## config.mk

```make
export PLATFORM = sky130hd
export DESIGN_NAME = byte_recurrence_checksum_core_flat
export DESIGN_NICKNAME = d
export VERILOG_FILES = /design/src/design/brc_pkg.sv /design/src/design/brc_if.sv /design/src/design/brc_step.sv /design/src/design/byte_recurrence_checksum_core.sv /design/src/flat_wrapper.sv
export SDC_FILE = /design/constraint.sdc
export NUM_CORES = 1
export LEC_CHECK = 0
export BUFFER_PORTS_ARGS = -buffer_cell sky130_fd_sc_hd__buf_2
export CAP_MARGIN = 20
export CORE_MARGIN = 4
export CORE_UTILIZATION = 35
export CTS_CLUSTER_SIZE = 16
export DETAILED_ROUTE_END_ITERATION = 8
export SLEW_MARGIN = 30
export SYNTH_ARGS = -nofsm -noshare
export SYNTH_HDL_FRONTEND = slang
export SYNTH_SLANG_ARGS = --single-unit
```

## constraint.sdc

```tcl
create_clock -name i_clk -period 45.1 [get_ports i_clk]
set_input_delay 2.255 -clock i_clk [delete_from_list [all_inputs] [get_ports i_clk]]
set_output_delay 2.255 -clock i_clk [all_outputs]
set_load 0.05 [all_outputs]
```

## src/design/brc_pkg.sv

```systemverilog
// brc_pkg: types, constants and coefficient functions of the byte recurrence checksum
// no dependencies; imported by the interfaces, the step logic and the top level
`timescale 1ns / 1ps
`default_nettype none

package brc_pkg;

    localparam int unsigned BYTE_W     = 8;
    localparam int unsigned SUM_W      = 16;
    localparam int unsigned FACTOR_W   = BYTE_W + 1;
    localparam int unsigned PROD_A_W   = FACTOR_W + SUM_W;
    localparam int unsigned PROD_B_W   = BYTE_W + SUM_W;
    localparam int unsigned DIFF_W     = PROD_A_W + 1;

    localparam int unsigned ALPHA_MUL    = 17;
    localparam int unsigned BETA_MUL     = 31;
    localparam int unsigned FIRST_OFFSET = 7;
    localparam int unsigned FOLD_MOD     = 65535;

    // multiple of the modulus that is larger than any product b
    localparam logic [DIFF_W-1:0] FOLD_BIAS = DIFF_W'(FOLD_MOD * 256);

    localparam logic [SUM_W-1:0]  SUM_RESET = SUM_W'(1);
    localparam logic [BYTE_W-1:0] IDX_RESET = '0;
    localparam logic [BYTE_W-1:0] IDX_AFTER_FIRST = BYTE_W'(1);

    typedef struct packed {
        logic [SUM_W-1:0]  prev_value;
        logic [SUM_W-1:0]  cur_value;
        logic [BYTE_W-1:0] byte_index;
    } t_state;

    // 17*i mod 256
    function automatic logic [BYTE_W-1:0] f_alpha(input logic [BYTE_W-1:0] idx);
        logic [BYTE_W-1:0] res;
        res = BYTE_W'(idx * BYTE_W'(ALPHA_MUL));
        return res;
    endfunction

    // 31*i mod 256
    function automatic logic [BYTE_W-1:0] f_beta(input logic [BYTE_W-1:0] idx);
        logic [BYTE_W-1:0] res;
        res = BYTE_W'(idx * BYTE_W'(BETA_MUL));
        return res;
    endfunction

endpackage

`default_nettype wire

```

## src/design/brc_if.sv

```systemverilog
// brc_in_if and brc_out_if: valid/ready channels for message bytes and checksums
// depends on brc_pkg for the field widths
`timescale 1ns / 1ps
`default_nettype none

interface brc_in_if
    import brc_pkg::*;
();
    logic              valid;
    logic              ready;
    logic [BYTE_W-1:0] data_byte;
    logic              first;
    logic              last;

    modport source (output valid, output data_byte, output first, output last, input ready);
    modport sink   (input valid, input data_byte, input first, input last, output ready);
endinterface

interface brc_out_if
    import brc_pkg::*;
();
    logic             valid;
    logic             ready;
    logic [SUM_W-1:0] checksum;

    modport source (output valid, output checksum, input ready);
    modport sink   (input valid, input checksum, output ready);
endinterface

`default_nettype wire

```

## src/design/brc_step.sv

```systemverilog
// brc_step: next recurrence state for one byte, two multiplies and a mod-65535 fold
// depends on brc_pkg
`timescale 1ns / 1ps
`default_nettype none

module brc_step
    import brc_pkg::*;
(
    input  var t_state            i_state,
    input  wire logic [BYTE_W-1:0] i_data_byte,
    input  wire logic             i_first,
    output t_state                o_state
);

    logic [FACTOR_W-1:0] w_factor;
    logic [PROD_A_W-1:0] w_a;
    logic [PROD_B_W-1:0] w_b;
    logic                w_neg;
    logic [DIFF_W-1:0]   w_x;
    logic [SUM_W:0]      w_fold1;
    logic [SUM_W-1:0]    w_fold2;
    logic [SUM_W-1:0]    w_next;

    always_comb begin
        w_factor = {1'b0, i_data_byte} + {1'b0, f_alpha(i_state.byte_index)};
        w_a      = w_factor * i_state.cur_value;
        w_b      = f_beta(i_state.byte_index) * i_state.prev_value;
        // a 64-bit wrap adds one, since 2^64 is 1 mod 65535
        w_neg    = (w_a < {1'b0, w_b});
        w_x      = {1'b0, w_a} + FOLD_BIAS - {2'b0, w_b} + {{(DIFF_W-1){1'b0}}, w_neg};
        // 2^16 is 1 mod 65535, so fold the high part onto the low part twice
        w_fold1  = {{(2*SUM_W+1-DIFF_W){1'b0}}, w_x[DIFF_W-1:SUM_W]} + {1'b0, w_x[SUM_W-1:0]};
        w_fold2  = {{(SUM_W-1){1'b0}}, w_fold1[SUM_W]} + w_fold1[SUM_W-1:0];
        w_next   = (w_fold2 == SUM_W'(FOLD_MOD)) ? '0 : w_fold2;

        if (i_first) begin
            o_state.prev_value = SUM_RESET;
            o_state.cur_value  = {{(SUM_W-BYTE_W){1'b0}}, i_data_byte} + SUM_W'(FIRST_OFFSET);
            o_state.byte_index = IDX_AFTER_FIRST;
        end else begin
            o_state.prev_value = i_state.cur_value;
            o_state.cur_value  = w_next;
            o_state.byte_index = i_state.byte_index + BYTE_W'(1);
        end
    end

endmodule

`default_nettype wire

```

## src/design/byte_recurrence_checksum_core.sv

```systemverilog
// One byte is taken per clock cycle. A byte is held in an input register while
// the recurrence (a 9x16 and an 8x16 multiply, a subtract and a mod-65535 fold) works on it;
// its result is then written to the state and, on a byte marked last, to the checksum
// register that drives the output. A byte without first continues the running message;
// after reset that means position zero with both history values at one. Backpressure on
// the checksum holds a last byte in the input register, and the input waits behind it;
// other bytes are never stalled.
// byte_recurrence_checksum_core: top level, depends on brc_pkg, brc_if and brc_step
`timescale 1ns / 1ps
`default_nettype none

module byte_recurrence_checksum_core
    import brc_pkg::*;
(
    input  wire logic i_clk,
    input  wire logic i_rst_n,
    brc_in_if.sink    i_in,
    brc_out_if.source o_out
);

    logic              r_in_valid;
    logic [BYTE_W-1:0] r_in_byte;
    logic              r_in_first;
    logic              r_in_last;

    t_state            r_state;
    t_state            n_state;

    logic              r_out_valid;
    logic [SUM_W-1:0]  r_out_checksum;

    logic              w_out_free;
    logic              w_advance;
    logic              w_in_ready;

    assign w_out_free = !r_out_valid || o_out.ready;
    assign w_advance  = r_in_valid && (!r_in_last || w_out_free);
    assign w_in_ready = !r_in_valid || w_advance;

    assign i_in.ready     = w_in_ready;
    assign o_out.valid    = r_out_valid;
    assign o_out.checksum = r_out_checksum;

    brc_step u_step (
        .i_state     (r_state),
        .i_data_byte (r_in_byte),
        .i_first     (r_in_first),
        .o_state     (n_state)
    );

    always_ff @(posedge i_clk) begin
        if (!i_rst_n) begin
            r_in_valid <= 1'b0;
        end else if (w_in_ready) begin
            r_in_valid <= i_in.valid;
        end
    end

    always_ff @(posedge i_clk) begin
        if (w_in_ready && i_in.valid) begin
            r_in_byte  <= i_in.data_byte;
            r_in_first <= i_in.first;
            r_in_last  <= i_in.last;
        end
    end

    always_ff @(posedge i_clk) begin
        if (!i_rst_n) begin
            r_state.prev_value <= SUM_RESET;
            r_state.cur_value  <= SUM_RESET;
            r_state.byte_index <= IDX_RESET;
        end else if (w_advance) begin
            r_state <= n_state;
        end
    end

    always_ff @(posedge i_clk) begin
        if (!i_rst_n) begin
            r_out_valid <= 1'b0;
        end else if (w_advance && r_in_last) begin
            r_out_valid <= 1'b1;
        end else if (o_out.ready) begin
            r_out_valid <= 1'b0;
        end
    end

    always_ff @(posedge i_clk) begin
        if (w_advance && r_in_last) begin
            r_out_checksum <= n_state.cur_value;
        end
    end

endmodule

`default_nettype wire

```

## src/flat_wrapper.sv

```systemverilog
// flat-port wrapper written by rule: the top's interface ports become plain ports
module byte_recurrence_checksum_core_flat import brc_pkg::*;
  (i_clk, i_rst_n, i_in_valid, i_in_data_byte, i_in_first, i_in_last, i_in_ready, o_out_valid, o_out_checksum, o_out_ready);
  brc_in_if i_in_i ();
  brc_out_if o_out_i ();
  input  wire logic i_clk;
  input  wire logic i_rst_n;
  input wire logic [$bits(i_in_i.valid)-1:0] i_in_valid;
  input wire logic [$bits(i_in_i.data_byte)-1:0] i_in_data_byte;
  input wire logic [$bits(i_in_i.first)-1:0] i_in_first;
  input wire logic [$bits(i_in_i.last)-1:0] i_in_last;
  output wire logic [$bits(i_in_i.ready)-1:0] i_in_ready;
  output wire logic [$bits(o_out_i.valid)-1:0] o_out_valid;
  output wire logic [$bits(o_out_i.checksum)-1:0] o_out_checksum;
  input wire logic [$bits(o_out_i.ready)-1:0] o_out_ready;
  assign i_in_i.valid = i_in_valid;
  assign i_in_i.data_byte = i_in_data_byte;
  assign i_in_i.first = i_in_first;
  assign i_in_i.last = i_in_last;
  assign i_in_ready = i_in_i.ready;
  assign o_out_valid = o_out_i.valid;
  assign o_out_checksum = o_out_i.checksum;
  assign o_out_i.ready = o_out_ready;
  byte_recurrence_checksum_core u_core (.i_clk(i_clk), .i_rst_n(i_rst_n), .i_in(i_in_i), .o_out(o_out_i));
endmodule
```

# After elaboration in Yosys (flattened, before gate mapping)
# Cells that the tools add are included.
dict set report word_totals {
  ff_bits 68
  input_bits 14
  word_cells 37
}
dict set report op_classes {
  n_addsub 8
  n_mul 4
  magnitude_cmp 1
  eq_ne 1
  n_mux 4
  reduce_logical 10
}
# operator n
set ops {}
lappend ops {{$mux W40} 1}
lappend ops {{$add A25 B24 Y26 const B} 1}
lappend ops {{$add A26 B1 Y26} 1}
lappend ops {{$sub A26 B24 Y26} 1}
lappend ops {{$lt A25 B24 Y1} 1}
lappend ops {{$mul A9 B16 Y25} 1}
lappend ops {{$mul A8 B16 Y24} 1}
lappend ops {{$add A10 B16 Y17} 1}
lappend ops {{$add A1 B16 Y16} 1}
lappend ops {{$eq A16 B16 Y1 const B} 1}
lappend ops {{$mul A8 B5 Y8 const B} 2}
lappend ops {{$mux W16} 1}
lappend ops {{$add A8 B3 Y9 const B} 1}
lappend ops {{$add A8 B8 Y9} 1}
lappend ops {{$add A8 B1 Y8 const B} 1}
lappend ops {{$logic_and A1 B1 Y1} 3}
lappend ops {{$logic_not A1 Y1} 3}
lappend ops {{$logic_or A1 B1 Y1} 3}
lappend ops {{$mux W1} 2}
lappend ops {{$reduce_bool A2 Y1} 1}

# Depth between registers and ports, before layout
dict set report logic_depth {
  word_depth 11
  ltp_mapped 75
  ltp_nobuf 72
}

# Hierarchy
# Synthesis repeated with hierarchy kept, for this count alone.
dict set report unflattened {
  hier_cells 1868
  area_unflattened_um2 15907.8
}
# mod instances cells_per_inst area_per_inst_um2 seq_area_each_um2
set modules_own_cells {}
lappend modules_own_cells {brc_step 1 1657 13379.1 0.0}
lappend modules_own_cells {byte_recurrence_checksum_core 1 211 2528.7 1621.6}

# Worst setup path after synthesis
# No wires, ideal clock.
dict set report synth_timing {
  kind {register -> register}
  from {register u_core.r_state[1] in the netlist's numbering}
  to {register u_core.r_out_checksum[0], in the netlist u_core.o_out.checksum[0] (data pin)}
  arrival_ns 15.071
  required_ns 44.840
  slack_ns 29.769
  path_stages_with_launch 72
  synth_period_minus_slack_ns 15.331
  path_cell_list {dfxtp_1 -> inv_1 -> fa_1 -> inv_1 -> fa_1 -> inv_1 -> fa_1 -> inv_1 -> ha_1 -> inv_1 -> o21bai_1 -> a21oi_1 -> xnor2_1 -> clkbuf_1 -> nand2_1 -> fa_1 -> fa_1 -> fa_1 -> [36 not listed] -> nor3b_2 -> a21oi_2 -> o21ai_1 -> nand3_1 -> nor4_2 -> and3_1 -> ha_1 -> nand2_1 -> nor2b_1 -> nand4_1 -> and4bb_1 -> o21ai_0 -> o21a_1 -> nor4_4 -> or2_1 -> buf_6 -> buf_8 -> o22ai_2}
}
# element line_no
set synth_rtl {}
lappend synth_rtl {{start: declaration} byte_recurrence_checksum_core.sv:26} ;# t_state r_state;
lappend synth_rtl {{start signal: assignment} byte_recurrence_checksum_core.sv:73} ;# r_state <= n_state;
lappend synth_rtl {{end signal: assignment} byte_recurrence_checksum_core.sv:89} ;# r_out_checksum <= n_state.cur_value;
lappend synth_rtl {{end: declaration} byte_recurrence_checksum_core.sv:30} ;# logic [SUM_W-1:0] r_out_checksum;

==> results.yml <==
logic_synthesis:
  synth_simple_gate_area_share_pct: 19.1
  largest_area_contributor_in_the_synthesized_netlist: "sky130_fd_sc_hd__fa_1"
  ys_types: 71
  synth_common_cells: "sky130_fd_sc_hd__inv_1, sky130_fd_sc_hd__nand2_1, sky130_fd_sc_hd__fa_1"
  summed_instance_area_of_the_synthesized_netlist_sq_um: 15100
  ys_ff_latch: 68
  synth_top_cells_by_area: "sky130_fd_sc_hd__fa_1, sky130_fd_sc_hd__ha_1, sky130_fd_sc_hd__inv_1, sky130_fd_sc_hd__and2_1, sky130_fd_sc_hd__dfxtp_1"
  synthesis.instances: 1786
  synth.most_common_cell: "sky130_fd_sc_hd__inv_1"
  syn-num-nets: 2190
  fraction_of_the_mapped_netlist_area_in_compound_gates_pct: 10.4
  synth_ff_type: "sky130_fd_sc_hd__dfxtp_1"
  synth_async_sr_flop_share_pct: 0
  synth-xor-area-share_pct: 7.03
  synth-seq-area-share_pct: 10.8
  synth-adder-area-share_pct: 42.4
  synth.area.mux_share_pct: 0.374
  synth_enable_flop_cells: 26
  avgSynthCellArea_sq_um: 8.44
  largest_family_of_logic_cells_by_synthesized_area: "adder cells"
  yosysWarningCount: 0
  netlist.area_leader.share_pct: 26.7
timing:
  timing.final.setup_violations: 0
  fmaxAchievable_ghz: 0.0578
  unrepaired_setup_endpoints_after_global_routing: "no"
  relSlewSlack_pct: 46.3
  timing.clock.skew_ns: 0.00817
  setup_tns_ns: 0
  worst_slew_pin_slew_ns: 0.805
  report.final.slew_viol_count: 0
  hold_viol_final: 0
  finalCritPeriodShare_pct: 38.3
  period_needed_ns: 17.29
route:
  drc: 0
  first_pass_iters: 5
  wl_per_cell_um: 16.7
  detail-route-antenna-nets: 0
  detailed_route_vias_per_instance: 5.12
  via_count: 11905
  routed_wirelength_um: 38800
  drt-initial-drc-count: 598
setup_path:
  path_class: "flop to flop"
  category_of_the_worst_setup_path_launch_point: "flop"
  cp.arrival_ns: 17.36
  worst_path_max_delay_cell: "sky130_fd_sc_hd__nor4_4"
  path_max_fanout: 25
  critPathMostFrequentCell: "sky130_fd_sc_hd__fa_1"
  cp-end-kind: "flop"
  r2r_setup_slack_ns: 27.81
  worstPathRequired_ns: 45.17
  critical_path.top_delay_family: "adder cells"
  worst_path_largest_cell_delay_ns: 0.61
  worstPathBufferInverterCount: 9
die:
  core_region_area_sq_um: 42200
  initial_core_util_pct: 35.7
  core.rowCount: 75
  fp.dieArea_sq_um: 46400
  die_w_um: 216
  boundaryPins: 32
  die_h_um: 216
clock_network:
  clkSinkCount: 68
  post_cts_resize_count: 0
  cts_root_buffer: "sky130_fd_sc_hd__clkbuf_16"
  tritoncts_buffers: 9
  clock_latency_ns: 0.35
  post_cts.repair.setup_buffers: 0
  clock_path_buffers: 2
  cts.reportedPaths.clkPinSlew_ns: 0.07
  cts.hold.buffers_added: 0
  tritoncts: "built"
  cts-htree-levels: 3
global_route:
  vias_in_the_first_global_route: 12551
  grt_pass1_wl_um: 65300
  grt_overflow: 0
  grt_util_all_layers_pct: 17.0
  grt_max_degree: 43
  antenna_found_initial: 0
final_layout:
  n_antenna_cell: 0
  filler_instances: 4338
  net_count_of_the_finished_layout: 2186
  fraction_of_layout_cells_with_a_size_suffix_above_1_pct: 4.42
  area_growth_syn_to_layout_pct: 6.53
  register_area_sq_um: 1620
  multi_input_comb_area_sq_um: 12000
  design_area_sq_um: 16100
placement:
  post_dp_cell_area_sq_um: 15800
  placement.io_buffers: 31
  gp_congestion: 0.895
  hpwl_um: 32200
outcome:
  run_status: "finished clean"
run:
  drv.max_cap_violation_count: 0
hold_path:
  hold_path_class: "flop to flop"
-- stage by stage --
stage          std cells  setup slack [ns]  util [%]  hold WS (ns)
3_5_place_dp        2310             27.97      37.3         0.567
5_1_grt             2326             26.42      38.0         0.636
6_report            2326             27.81      38.0         0.585
3_3_place_gp        2310             28.36      37.3         0.534
4_1_cts             2326             27.91      38.0         0.580
2_1_floorplan       1786             29.77         -         0.431
-- registers in the layout, summed over array words and instances (netlist names) --
signal	flops
u_core.o_out.checksum	16
u_core.o_out.valid	1
u_core.r_in_byte	8
u_core.r_in_first	1
u_core.r_in_last	1
u_core.r_in_valid	1
u_core.r_state	40
-- path summary, 6_finish.rpt --
| check | end | cells after the start | startpoint |
|---|---|---|---|
| max reg2reg | u_core.o_out.checksum[8] | 67 | u_core.r_state[0] |
| max | u_core.o_out.checksum[8] | 67 | u_core.r_state[0] |
| min reg2reg | u_core.r_in_valid | 2 | u_core.r_in_valid |
| min | u_core.r_in_valid | 2 | u_core.r_in_valid |
-- layout by cell type, fill, tap and decap left out, types with 4 or more instances in the layout --
cell type,instances
sky130_fd_sc_hd__nand3_1,31
sky130_fd_sc_hd__o31ai_1,12
sky130_fd_sc_hd__xnor2_1,85
sky130_fd_sc_hd__dfxtp_1,42
sky130_fd_sc_hd__nand2b_1,17
sky130_fd_sc_hd__a31oi_1,14
sky130_fd_sc_hd__buf_2,31
sky130_fd_sc_hd__buf_4,12
sky130_fd_sc_hd__xor2_1,36
sky130_fd_sc_hd__and3_1,11
sky130_fd_sc_hd__and2_1,136
sky130_fd_sc_hd__a21oi_1,72
sky130_fd_sc_hd__a21o_1,17
sky130_fd_sc_hd__or3_1,9
sky130_fd_sc_hd__ha_1,189
sky130_fd_sc_hd__nor3_1,28
sky130_fd_sc_hd__o41ai_1,7
sky130_fd_sc_hd__edfxtp_1,26
sky130_fd_sc_hd__o31a_1,7
sky130_fd_sc_hd__o21bai_1,16
sky130_fd_sc_hd__nor2b_1,22
sky130_fd_sc_hd__clkbuf_16,10
sky130_fd_sc_hd__o21ai_1,4
sky130_fd_sc_hd__nor2_1,74
sky130_fd_sc_hd__inv_1,332
sky130_fd_sc_hd__o2111ai_1,6
sky130_fd_sc_hd__o211ai_1,4
sky130_fd_sc_hd__nand3b_1,4
sky130_fd_sc_hd__nor3b_1,4
sky130_fd_sc_hd__fa_1,201
sky130_fd_sc_hd__o21a_1,10
sky130_fd_sc_hd__nand2_1,208
sky130_fd_sc_hd__a211oi_1,4
sky130_fd_sc_hd__nand4_1,7
sky130_fd_sc_hd__nor4_1,5
sky130_fd_sc_hd__o21ai_0,37
-- layer usage --
layer | vias up | global-route usage [%] | routed length (um)
met5 | - | 0 | 0
met3 | 54 | 1.53 | 1460
met4 | 0 | 3.69 | 751
met2 | 229 | 30.8 | 19500
met1 | 5968 | 22.2 | 17100
li1 | 5654 | - | -
-- worst reg2reg max path, delay by kind of cell (launching register included) --
kind,cells,cell delay (ns)
adder cells (fa/ha/maj),15,5.68
AO/OA/AOI/OAI,25,5.54
AND/OR/NAND/NOR,15,4.28
buffers and inverters,9,0.80
XOR/XNOR,3,0.40
flip-flops,1,0.30
-- area by class of cell --
class,count,area share [%]
clock inverters,6,0.327
well taps,539,4.20
flip-flops and latches,68,10.1
repair buffers,43,1.53
inverters,332,7.76
multi-input cells,1328,74.5
clock buffers,10,1.56
-- cells by family after synthesis --
family / Yosys count
buf+inv: 390
compound gates: 237
simple gates: 575
flops: 68
fa+ha+maj: 390
xor+xnor: 121
mux: 5
Power is not shown: default switching activity piles up to over one toggle a cycle in this logic, so the estimate is an artifact.
